### src/rtl/epoch_seconds_to_calendar_date_unit_assert.svh
// Assertion macros shared by the calendar date unit.
`ifndef EPOCH_SECONDS_TO_CALENDAR_DATE_UNIT_ASSERT_SVH
`define EPOCH_SECONDS_TO_CALENDAR_DATE_UNIT_ASSERT_SVH

// Same-cycle implication, checked out of reset.
`define EPCAL_ASSERT_NOW(lbl, ante, cons, msg) \
  lbl: assert property (@(posedge clk) disable iff (!rst_n) (ante) |-> (cons)) \
    else $error(msg);

// Next-cycle implication, checked out of reset.
`define EPCAL_ASSERT_NEXT(lbl, ante, cons, msg) \
  lbl: assert property (@(posedge clk) disable iff (!rst_n) (ante) |=> (cons)) \
    else $error(msg);

`endif

### src/rtl/epcal_pkg.sv
// Types, constants and the month table of the calendar date unit.
`default_nettype none

package epcal_pkg;

  localparam int unsigned ZONE_W  = 17;
  localparam int unsigned EPOCH_W = 32;
  localparam int unsigned NUM_W   = 33;  // local time after the offset, clamped at zero
  localparam int unsigned QUO_W   = 27;  // widest quotient is the count of minutes
  localparam int unsigned OPD_W   = 17;  // shared subtractor operand width
  localparam int unsigned MUL_W   = 32;  // shared multiplier operand width

  localparam logic [ZONE_W-1:0] ZONE_RESET = 17'h18F80;  // -28800

  // Dividing by 60 is a shift right by two followed by a reciprocal multiply for 15.
  // Each reciprocal is exact over the widest dividend its division can see.
  localparam logic [MUL_W-1:0] RECIP_15       = 32'h8888_8889;
  localparam int unsigned      RECIP_15_SH    = 35;
  localparam logic [MUL_W-1:0] RECIP_BLOCK    = 32'd3919660;
  localparam int unsigned      RECIP_BLOCK_SH = 37;
  localparam logic [MUL_W-1:0] RECIP_DAY      = 32'd21846;
  localparam int unsigned      RECIP_DAY_SH   = 19;

  localparam logic [MUL_W-1:0] SECS_PER_MIN    = 32'd60;
  localparam logic [MUL_W-1:0] HOURS_PER_BLOCK = 32'd35064;  // 1461 days
  localparam logic [MUL_W-1:0] HOURS_PER_DAY   = 32'd24;
  localparam logic [OPD_W-1:0] HOURS_COMMON    = 17'd8760;
  localparam logic [OPD_W-1:0] HOURS_LEAP      = 17'd8784;

  localparam logic [7:0] FIRST_YEAR = 8'd70;
  localparam logic [8:0] LEAP_DAY   = 9'd60;
  localparam logic [3:0] FEBRUARY   = 4'd1;
  localparam logic [3:0] DECEMBER   = 4'd11;
  localparam logic [8:0] LEAP_DOM   = 9'd29;

  typedef enum logic [3:0] {
    ST_IDLE,
    ST_LOCAL,
    ST_QUO,
    ST_PROD,
    ST_REM,
    ST_YEAR,
    ST_ADJ,
    ST_MONTH,
    ST_DONE
  } state_t;

  // Which of the four divisions the quotient, product and remainder steps work on.
  typedef enum logic [1:0] {
    DIV_SEC,
    DIV_MIN,
    DIV_BLK,
    DIV_DAY
  } div_t;

  typedef struct packed {
    logic             ge;    // a >= b
    logic [OPD_W-1:0] diff;  // a - b, meaningful when ge
  } sub_res_t;

  function automatic logic [4:0] month_len(input logic [3:0] mon);
    logic [4:0] len;
    case (mon)
      4'd1:    len = 5'd28;
      4'd3:    len = 5'd30;
      4'd5:    len = 5'd30;
      4'd8:    len = 5'd30;
      4'd10:   len = 5'd30;
      default: len = 5'd31;
    endcase
    return len;
  endfunction

endpackage

`default_nettype wire

### src/rtl/epcal_sub.sv
// Shared subtract and compare unit for the remainder, year and month steps.
`default_nettype none

module epcal_sub (
  input  wire logic [epcal_pkg::OPD_W-1:0] a,
  input  wire logic [epcal_pkg::OPD_W-1:0] b,
  output epcal_pkg::sub_res_t              res
);

  logic [epcal_pkg::OPD_W:0] wide;

  assign wide     = {1'b0, a} - {1'b0, b};
  assign res.ge   = ~wide[epcal_pkg::OPD_W];
  assign res.diff = wide[epcal_pkg::OPD_W-1:0];

endmodule

`default_nettype wire

### src/rtl/epoch_seconds_to_calendar_date_unit.sv
// Top level: seconds since 1970 to calendar date on a shared multiplier and subtractor.
//
//   channel  ports                                 handshake
//   input    start, busy, in_epoch_seconds         taken when start && !busy
//   result   out_valid, out_second .. out_day_*    one-cycle strobe, cannot stall
//   config   cfg_valid, cfg_ready, cfg_zone_offset taken when valid && ready
//
// Each of the four divisions runs a reciprocal quotient step, a quotient times divisor step
// and a remainder step; the rest is an offset step, the year steps, a leap adjust, the
// month steps and the strobe. busy is high from the cycle after acceptance through the
// strobe cycle.
// Reset is synchronous and clears the sequencer and the zone offset to -28800.
// cfg_ready is always high; the user must write the offset only while the unit is idle, the block does not enforce it.
`default_nettype none

module epoch_seconds_to_calendar_date_unit (
  input  wire  logic        clk,
  input  wire  logic        rst_n,
  input  wire  logic        start,
  output logic              busy,
  input  wire  logic [31:0] in_epoch_seconds,
  output logic              out_valid,
  output logic [5:0]        out_second,
  output logic [5:0]        out_minute,
  output logic [4:0]        out_hour,
  output logic [7:0]        out_year_since_1900,
  output logic [3:0]        out_month,
  output logic [4:0]        out_day_of_month,
  input  wire  logic        cfg_valid,
  output logic              cfg_ready,
  input  wire  logic signed [16:0] cfg_zone_offset
);

  `include "epoch_seconds_to_calendar_date_unit_assert.svh"

  epcal_pkg::state_t state_r, state_nxt;
  epcal_pkg::div_t   stage_r, stage_nxt;
  logic [epcal_pkg::NUM_W-1:0]   num_r, num_nxt;
  logic [epcal_pkg::QUO_W-1:0]   quo_r, quo_nxt;
  logic [epcal_pkg::OPD_W-1:0]   prod_r, prod_nxt;
  logic [epcal_pkg::EPOCH_W-1:0] epoch_r, epoch_nxt;
  logic [epcal_pkg::ZONE_W-1:0]  zone_r;
  logic [5:0]  sec_r, sec_nxt;
  logic [5:0]  min_r, min_nxt;
  logic [4:0]  hour_r, hour_nxt;
  logic [7:0]  year_r, year_nxt;
  logic [15:0] inblk_r, inblk_nxt;
  logic [8:0]  day_r, day_nxt;
  logic [3:0]  mon_r, mon_nxt;

  logic [epcal_pkg::OPD_W-1:0]   sub_a, sub_b;
  epcal_pkg::sub_res_t           sub_res;
  logic [epcal_pkg::MUL_W-1:0]   mul_a, mul_b;
  logic [2*epcal_pkg::MUL_W-1:0] mul_p;
  logic [epcal_pkg::MUL_W-1:0]   divisor;
  logic [epcal_pkg::QUO_W-1:0]   quo_est;
  logic [33:0]                   local_t;
  logic                          leap;
  logic                          date_ok;
  logic                          time_ok;

  epcal_sub u_sub (
    .a   (sub_a),
    .b   (sub_b),
    .res (sub_res)
  );

  assign mul_p = {{epcal_pkg::MUL_W{1'b0}}, mul_a} * {{epcal_pkg::MUL_W{1'b0}}, mul_b};
  assign leap  = (year_r[1:0] == 2'b00);

  // The offset is sign-extended; a negative local time clamps to zero.
  assign local_t = {2'b00, epoch_r} - {{17{zone_r[epcal_pkg::ZONE_W-1]}}, zone_r};

  always_comb begin
    case (stage_r)
      epcal_pkg::DIV_BLK: begin
        divisor = epcal_pkg::HOURS_PER_BLOCK;
        quo_est = mul_p[epcal_pkg::RECIP_BLOCK_SH +: epcal_pkg::QUO_W];
      end
      epcal_pkg::DIV_DAY: begin
        divisor = epcal_pkg::HOURS_PER_DAY;
        quo_est = mul_p[epcal_pkg::RECIP_DAY_SH +: epcal_pkg::QUO_W];
      end
      default: begin
        divisor = epcal_pkg::SECS_PER_MIN;
        quo_est = mul_p[epcal_pkg::RECIP_15_SH +: epcal_pkg::QUO_W];
      end
    endcase
  end

  // The quotient is the high part of the dividend times a reciprocal; the next step
  // multiplies it back by the divisor so the remainder falls out of one subtraction.
  always_comb begin
    case (state_r)
      epcal_pkg::ST_QUO: begin
        case (stage_r)
          epcal_pkg::DIV_SEC: begin
            mul_a = {1'b0, num_r[32:2]};
            mul_b = epcal_pkg::RECIP_15;
          end
          epcal_pkg::DIV_MIN: begin
            mul_a = {7'd0, num_r[26:2]};
            mul_b = epcal_pkg::RECIP_15;
          end
          epcal_pkg::DIV_BLK: begin
            mul_a = {11'd0, num_r[20:0]};
            mul_b = epcal_pkg::RECIP_BLOCK;
          end
          default: begin
            mul_a = {18'd0, num_r[13:0]};
            mul_b = epcal_pkg::RECIP_DAY;
          end
        endcase
      end
      epcal_pkg::ST_PROD: begin
        mul_a = {5'd0, quo_r};
        mul_b = divisor;
      end
      default: begin
        mul_a = '0;
        mul_b = '0;
      end
    endcase
  end

  always_comb begin
    case (state_r)
      // Only the low bits matter: the true remainder always fits the operand width.
      epcal_pkg::ST_REM: begin
        sub_a = num_r[epcal_pkg::OPD_W-1:0];
        sub_b = prod_r;
      end
      epcal_pkg::ST_YEAR: begin
        sub_a = {1'b0, inblk_r};
        sub_b = leap ? epcal_pkg::HOURS_LEAP : epcal_pkg::HOURS_COMMON;
      end
      epcal_pkg::ST_MONTH: begin
        sub_a = {8'd0, day_r};
        sub_b = {12'd0, epcal_pkg::month_len(mon_r)};
      end
      default: begin
        sub_a = '0;
        sub_b = '0;
      end
    endcase
  end

  always_comb begin
    state_nxt = state_r;
    stage_nxt = stage_r;
    num_nxt   = num_r;
    quo_nxt   = quo_r;
    prod_nxt  = prod_r;
    epoch_nxt = epoch_r;
    sec_nxt   = sec_r;
    min_nxt   = min_r;
    hour_nxt  = hour_r;
    year_nxt  = year_r;
    inblk_nxt = inblk_r;
    day_nxt   = day_r;
    mon_nxt   = mon_r;
    case (state_r)
      epcal_pkg::ST_IDLE: begin
        if (start) begin
          epoch_nxt = in_epoch_seconds;
          state_nxt = epcal_pkg::ST_LOCAL;
        end
      end
      epcal_pkg::ST_LOCAL: begin
        num_nxt   = local_t[33] ? '0 : local_t[epcal_pkg::NUM_W-1:0];
        stage_nxt = epcal_pkg::DIV_SEC;
        state_nxt = epcal_pkg::ST_QUO;
      end
      epcal_pkg::ST_QUO: begin
        quo_nxt   = quo_est;
        state_nxt = epcal_pkg::ST_PROD;
      end
      epcal_pkg::ST_PROD: begin
        prod_nxt  = mul_p[epcal_pkg::OPD_W-1:0];
        state_nxt = epcal_pkg::ST_REM;
      end
      epcal_pkg::ST_REM: begin
        case (stage_r)
          epcal_pkg::DIV_SEC: begin
            sec_nxt   = sub_res.diff[5:0];
            num_nxt   = {6'd0, quo_r};
            stage_nxt = epcal_pkg::DIV_MIN;
            state_nxt = epcal_pkg::ST_QUO;
          end
          epcal_pkg::DIV_MIN: begin
            min_nxt   = sub_res.diff[5:0];
            num_nxt   = {6'd0, quo_r};
            stage_nxt = epcal_pkg::DIV_BLK;
            state_nxt = epcal_pkg::ST_QUO;
          end
          epcal_pkg::DIV_BLK: begin
            year_nxt  = epcal_pkg::FIRST_YEAR + {quo_r[5:0], 2'b00};
            inblk_nxt = sub_res.diff[15:0];
            state_nxt = epcal_pkg::ST_YEAR;
          end
          default: begin
            hour_nxt  = sub_res.diff[4:0];
            day_nxt   = quo_r[8:0] + 9'd1;
            state_nxt = epcal_pkg::ST_ADJ;
          end
        endcase
      end
      epcal_pkg::ST_YEAR: begin
        if (sub_res.ge) begin
          inblk_nxt = sub_res.diff[15:0];
          year_nxt  = year_r + 8'd1;
        end else begin
          num_nxt   = {17'd0, inblk_r};
          stage_nxt = epcal_pkg::DIV_DAY;
          state_nxt = epcal_pkg::ST_QUO;
        end
      end
      epcal_pkg::ST_ADJ: begin
        mon_nxt = '0;
        // The leap day is resolved here; days after it fold onto the common table.
        if (leap && (day_r == epcal_pkg::LEAP_DAY)) begin
          mon_nxt   = epcal_pkg::FEBRUARY;
          day_nxt   = epcal_pkg::LEAP_DOM;
          state_nxt = epcal_pkg::ST_DONE;
        end else begin
          if (leap && (day_r > epcal_pkg::LEAP_DAY)) begin
            day_nxt = day_r - 9'd1;
          end
          state_nxt = epcal_pkg::ST_MONTH;
        end
      end
      epcal_pkg::ST_MONTH: begin
        if ((mon_r < epcal_pkg::DECEMBER) && sub_res.ge && (sub_res.diff != '0)) begin
          day_nxt = sub_res.diff[8:0];
          mon_nxt = mon_r + 4'd1;
        end else begin
          state_nxt = epcal_pkg::ST_DONE;
        end
      end
      epcal_pkg::ST_DONE: begin
        state_nxt = epcal_pkg::ST_IDLE;
      end
      default: begin
        state_nxt = epcal_pkg::ST_IDLE;
      end
    endcase
  end

  always_ff @(posedge clk) begin
    if (!rst_n) begin
      state_r <= epcal_pkg::ST_IDLE;
      zone_r  <= epcal_pkg::ZONE_RESET;
    end else begin
      state_r <= state_nxt;
      if (cfg_valid && cfg_ready) begin
        zone_r <= cfg_zone_offset;
      end
    end
  end

  always_ff @(posedge clk) begin
    stage_r <= stage_nxt;
    num_r   <= num_nxt;
    quo_r   <= quo_nxt;
    prod_r  <= prod_nxt;
    epoch_r <= epoch_nxt;
    sec_r   <= sec_nxt;
    min_r   <= min_nxt;
    hour_r  <= hour_nxt;
    year_r  <= year_nxt;
    inblk_r <= inblk_nxt;
    day_r   <= day_nxt;
    mon_r   <= mon_nxt;
  end

  assign busy                = (state_r != epcal_pkg::ST_IDLE);
  assign cfg_ready           = 1'b1;
  assign out_valid           = (state_r == epcal_pkg::ST_DONE);
  assign out_second          = sec_r;
  assign out_minute          = min_r;
  assign out_hour            = hour_r;
  assign out_year_since_1900 = year_r;
  assign out_month           = mon_r;
  assign out_day_of_month    = day_r[4:0];

  assign date_ok = (out_month <= epcal_pkg::DECEMBER) && (out_day_of_month != 5'd0);
  assign time_ok = (out_second < 6'd60) && (out_minute < 6'd60) && (out_hour < 5'd24);

  `EPCAL_ASSERT_NEXT(a_one_strobe, out_valid, !out_valid && !busy, "result strobe not single")
  `EPCAL_ASSERT_NEXT(a_start_busy, start && !busy, busy && !out_valid, "accepted word not held")
  `EPCAL_ASSERT_NOW(a_date_range, out_valid, date_ok, "date out of range")
  `EPCAL_ASSERT_NOW(a_time_range, out_valid, time_ok, "time out of range")

endmodule

`default_nettype wire
### config.mk
export PLATFORM = sky130hd
export DESIGN_NAME = epoch_seconds_to_calendar_date_unit
export DESIGN_NICKNAME = d
export VERILOG_FILES = /design/src/rtl/epcal_pkg.sv /design/src/rtl/epcal_sub.sv /design/src/rtl/epoch_seconds_to_calendar_date_unit.sv
export VERILOG_INCLUDE_DIRS = /design/src /design/src/rtl
export SDC_FILE = /design/constraint.sdc
export NUM_CORES = 2
export LEC_CHECK = 0
export BUFFER_PORTS_ARGS = -buffer_cell sky130_fd_sc_hd__buf_2
export CAP_MARGIN = 20
export CORE_MARGIN = 3
export CORE_UTILIZATION = 50
export CTS_BUF_LIST = sky130_fd_sc_hd__clkbuf_4 sky130_fd_sc_hd__clkbuf_8
export CTS_CLUSTER_DIAMETER = 200
export DETAILED_ROUTE_END_ITERATION = 12
export PLACE_DENSITY = 0.71
export REMOVE_ABC_BUFFERS = 1
export SYNTH_ARGS = -nofsm -noshare
export SYNTH_HDL_FRONTEND = slang
export SYNTH_SLANG_ARGS = --single-unit
### constraint.sdc
create_clock -name clk -period 19.5 [get_ports clk]
set_input_delay 0.975 -clock clk [delete_from_list [all_inputs] [get_ports clk]]
set_output_delay 0.975 -clock clk [all_outputs]
set_load 0.1 [all_outputs]
# After elaboration in Yosys (flattened, before gate mapping)
# Cells that the tools add are included.
[op_classes]
mux = 37
addsub = 7
multipliers = 1
eq_ne = 27
magnitude_cmp = 2
n_bitwise = 2
reduce_logical = 26
[ops]
columns = ["op", "n"]
rows = [
  ["$pmux W32 S2", 3],
  ["$pmux W17 S3", 2],
  ["$mux W33", 3],
  ["$pmux W33 S3", 1],
  ["$pmux W31 S3", 1],
  ["$mul A32 B32 Y64", 1],
  ["$pmux W16 S2", 2],
  ["$pmux W27 S2", 1],
  ["$mux W9", 4],
  ["$sub A33 B17 Y34", 1],
  ["$mux W16", 2],
  ["$pmux W4 S8", 1],
  ["$pmux W9 S3", 1],
  ["$eq A4 B3 Y1 const B", 5],
  ["$mux W4", 5],
  ["$sub A17 B17 Y18", 1],
  ["$reduce_bool A17 Y1", 1],
  ["$mux W8", 2],
  ["$pmux W8 S2", 1],
  ["$ne A2 B2 Y1 const B", 7],
  ["$eq A4 B2 Y1 const B", 3],
  ["$eq A4 B4 Y1 const B", 3],
  ["$reduce_and A3 Y1", 4],
  ["$reduce_and A2 Y1", 5],
  ["31 further kinds", 42],
]
[word_totals]
ff_bits = 186
input_bits = 53
out_inout_bits = 37

# Logic depth before layout (Yosys ltp)
[logic_depth]
word_depth = 10
mapped_depth = 37

# Hierarchy
# A second synthesis with hierarchy kept.
[unflattened]
hier_cells = 3722
hier_area_um2 = 35278.8
[by_module_without_submodules]
columns = ["module", "instances", "area_each_um2", "cells_each"]
rows = [
  ["epoch_seconds_to_calendar_date_unit", 1, 34428.0, 3606],
  ["epcal_sub", 1, 850.8, 116],
]

# Worst setup path after synthesis
# OpenSTA, ideal clock, no wires.
[synth_timing]
path_type = "reg2reg"
start = "register state_r[1]"
end = "register quo_r[19] (netlist bit) (data pin)"
setup_slack_ns = 10.295
period_less_slack_ns = 9.205
path_buffers = 3
stages_incl_launch_ff = 30
setup_ns = 0.258
arrival_ns = 8.947
cell_sequence = "dfxtp_1 -> inv_1 -> nor2_1 -> nand2_1 -> inv_1 -> clkbuf_1 -> clkbuf_1 -> and3_1 -> fa_1 -> fa_1 -> inv_1 -> fa_1 -> fa_1 -> inv_1 -> fa_1 -> fa_1 -> fa_1 -> fa_1 -> ha_1 -> clkbuf_1 -> and2_1 -> nand3_1 -> or3_1 -> a211o_1 -> nor2b_1 -> o21bai_1 -> a2bb2oi_1 -> a41oi_1 -> xnor2_1 -> o221a_2"
[synth_via]
elab_chain_len = 4
elab_cells_between_ends = 6
classes_between = "mul: 1; eq/ne: 2; mux: 3"
[synth_lines]
columns = ["element", "line_no", "rtl"]
rows = [
  ["start: declaration", "epoch_seconds_to_calendar_date_unit.sv:36", "epcal_pkg::state_t state_r, state_nxt;"],
  ["start signal: assignment", "epoch_seconds_to_calendar_date_unit.sv:251", "state_r <= epcal_pkg::ST_IDLE;"],
  ["start signal: assignment", "epoch_seconds_to_calendar_date_unit.sv:254", "state_r <= state_nxt;"],
  ["$eq A4 B2 Y1", "epoch_seconds_to_calendar_date_unit.sv:94", "case (state_r)"],
  ["$pmux W32 S2", "epoch_seconds_to_calendar_date_unit.sv:94", ""],
  ["$mul A32 B32 Y64 (*)", "epoch_seconds_to_calendar_date_unit.sv:68", "assign mul_p = {{epcal_pkg::MUL_W{1'b0}}, mul_a} * {{epcal_pkg::MUL_W{1'b0}}, mul_b};"],
  ["$pmux W27 S2 (*)", "epoch_seconds_to_calendar_date_unit.sv:75", "case (stage_r)"],
  ["net quo_est (one bit)", "epoch_seconds_to_calendar_date_unit.sv:56", "logic [epcal_pkg::QUO_W-1:0] quo_est;"],
  ["end signal: assignment", "epoch_seconds_to_calendar_date_unit.sv:264", "quo_r <= quo_nxt;"],
  ["end: declaration", "epoch_seconds_to_calendar_date_unit.sv:39", "logic [epcal_pkg::QUO_W-1:0] quo_r, quo_nxt;"],
]
# Mark *: on every way through the listed nets, which the timed path passes. The rest lies on a longest branch.
# A chain may end at the register's enable or synchronous reset.

# Worst setup path after layout
[layout_timing]
start = "register state_r[1]"
end = "register quo_r[20] (netlist bit) (data pin)"
# The elaborated chain is that of the path after synthesis.

==> flow_summary.ini <==
[run_status]
status = finished, final reports clean

[setup_path]
criticalPathCategory = reg2reg
critPathSlowestCell = nor2_1
critPathMaxFanout = 14
worstPathArrival_ns = 11.94
cp-end-kind = register
regToRegStartpoint = state_r[1]
reg2reg_slack_ns = 7.89
r2r-end = quo_r[20]
max_stage_delay_ns = 0.71
rr_worst_depth = 32
cp-start-kind = register
crit_top_cell = fa_1
required_ns = 19.83

[sta]
slew_headroom_pct = 23.7
rsz0062_at_grt = false
max_freq_mhz = 86.1
setup-tns-final_ns = 0
slew_viol_final = 0
clock_skew_ns = 0.0147
hold_viol_final = 0
fin_crit_ns = 11.61
final-setup-viol-count = 0
worstMarginPinSlew_ns = 1.14
period_share_pct = 59.6

[die]
ios = 90
start_util_pct = 50.9
rows = 96
dieArea_mm2 = 0.0738
die_h_um = 272
core-area_mm2 = 0.0693
die_w_um = 272

[clocking]
clk_path_buf_depth = 2
cts_buffers = 17
root_buffer = clkbuf_8
htree_levels = 4
post_cts_buffers = 0
hold_buffers = 0
cts_resized = 0
cts_tree = built
path_clk_slew_ns = 0.10
clk_latency_ns = 0.50
clock_sinks = 186

[power]
p_int_uw = 1690
p_clk_share_pct = 6.5
power.leakage_uw = 0.0197
p_per_area_mw_per_mm2 = 101
p_sw_share_pct = 55.6
ir_drop_mv = 0.181
p_seq_share_pct = 15.5
pwr-share-comb_pct = 78.1
p_sw_uw = 2110

[synth]
synth_top_area_share_pct = 33.5
synthCells = 3716
synth_cell_types = 81
synth_area_per_cell_um2 = 9.50
yosys.area.top_type = fa_1
synth_common_cells = inv_1 (861), fa_1 (591), ha_1 (449)
async_reset_ff_share_pct = 0
ys_warn_count = 0
syn_area_mm2 = 0.0353
synthTopCellsByArea = fa_1 (34%), ha_1 (16%), edfxtp_1 (14%)
yosysMostFrequentCell = inv_1
synth_edf_count = 165
synth_ff_type = edfxtp_1
ys_seq_elements = 186
ys_seq_area_share_pct = 15.2

[route]
wl_per_cell_um = 21.5
via_per_inst = 5.58
wl_mm = 103
firstDrtPassIters = 6
drtIter0Drc = 2621
antenna_left = 0
drc = 0
num_vias = 26900

[worst_hold_path]
min_from = zone_r[7]
hold_path_class = reg2reg
whs_path_depth = 2
holdPathEnd = zone_r[7]

[placed_design]
hpwl_mm = 88.6
io_buffers = 88
gp_congestion = 1.01
placed_area_mm2 = 0.0372

[finish]
final_area_mm2 = 0.0376
nNetsFinal = 4962
drive_above_1_share_pct = 5.92
area_delta_synth_final_pct = 6.44

[global_routing]
overflow = 0
grt_pass1_vias = 27200
grt_util_all_layers_pct = 28.5
grt_max_degree = 44
grt_pass1_wl_mm = 160
antenna_found_initial = 1

[job]
max-cap-violations = 0
-- through the flow --
stage | hold WS (ns) | utilization [%] | setup WS (ns) | total power (uW) | cells
2_1_floorplan | 0.459 | - | 8.51 | 2540 | 3727
3_3_place_gp | 0.481 | 53.7 | 8.58 | 3460 | 4776
3_5_place_dp | 0.482 | 53.7 | 8.29 | 3470 | 4778
4_1_cts | 0.499 | 54.2 | 8.26 | 3730 | 4810
5_1_grt | 0.521 | 54.2 | 7.41 | 4090 | 4814
6_report | 0.499 | 54.2 | 7.89 | 3800 | 4816
-- metal layers --
| layer | up-vias | GRT usage [%] | wire length, um |
|---|---|---|---|
| li1 | 12100 | - | - |
| met1 | 13300 | 38.9 | 42200 |
| met2 | 1258 | 44.1 | 46300 |
| met3 | 240 | 6.20 | 9970 |
| met4 | 0 | 11.8 | 5060 |
| met5 | - | 0 | 0 |
-- worst max-delay path: cells and delay by family, from the launching register on --
| family | cells | cell delay, ns |
|---|---|---|
| AO/OA/AOI/OAI | 7 | 2.05 |
| XOR/XNOR | 1 | 0.13 |
| adder cells (fa/ha/maj) | 9 | 4.44 |
| buffers and inverters | 8 | 1.27 |
| flip-flops | 1 | 0.47 |
| AND/OR/NAND/NOR | 7 | 3.05 |
-- worst max path at each step --
stage                     startpoint   endpoint  slack, ns  cells past startpoint
after floorplan           state_r[0]  quo_r[19]       8.51                     27
after global placement    state_r[1]  quo_r[19]       8.58                     31
after detailed placement  state_r[1]  quo_r[20]       8.29                     32
after CTS                 state_r[1]  quo_r[26]       8.26                     32
after global routing      state_r[1]  quo_r[20]       7.41                     32
final                     state_r[1]  quo_r[20]       7.89                     32
-- kinds of logic (layout without fill, tap and decap cells) --
kind of cell	Yosys count	after routing	share of synthesized area (%)
AOI/OAI and AO/OA	553	553	10.4
xor gates and xnor gates	115	115	2.90
adders and majority gates	1040	1040	49.4
buffers and inverters	982	1017	10.6
DFF	186	186	15.2
muxes	41	41	1.21
other	2	136	0.0213
and+or+nand+nor	797	797	10.2
-- registers in the layout, summed over array words and instances (netlist names), 6 cells and up --
name                 cells
out_year_since_1900      8
quo_r                   27
inblk_r                 16
epoch_r                 32
num_r                   33
out_second               6
out_minute               6
zone_r                  17
prod_r                  17
day_r                    9
-- placed cells by master (no fill, tap or decap), drive strengths merged, types with 56 or more instances in the layout --
cell type | Yosys | routed
a21oi | 163 | 163
and3 | 56 | 56
buf | 21 | 123
conb | 2 | 133
edfxtp | 165 | 165
fa | 591 | 591
ha | 449 | 449
inv | 861 | 861
nand2 | 233 | 233
nor2 | 310 | 310
o21ai | 109 | 109
xnor2 | 65 | 65
-- layout make-up --
class,count,area [um2]
fill,6314,31700
multi-input combinational,2679,26700
sequential,186,5380
inverter,862,3240
tap,931,1160
timing repair buffer,123,697
clock buffer,21,277
clock inverter,11,73.8
antenna,3,7.51
-- power groups by stage --
| stage | Sequential [uW] | Combinational [uW] | Clock [uW] |
|---|---|---|---|
| floorplan | 564 | 1970 | 0 |
| detailed placement | 594 | 2880 | 0 |
| finish | 589 | 2970 | 246 |
| global placement | 595 | 2870 | 0 |
| CTS | 585 | 2900 | 248 |
| global route | 587 | 3240 | 264 |
Note: power is estimated with default switching activity, not from simulation.
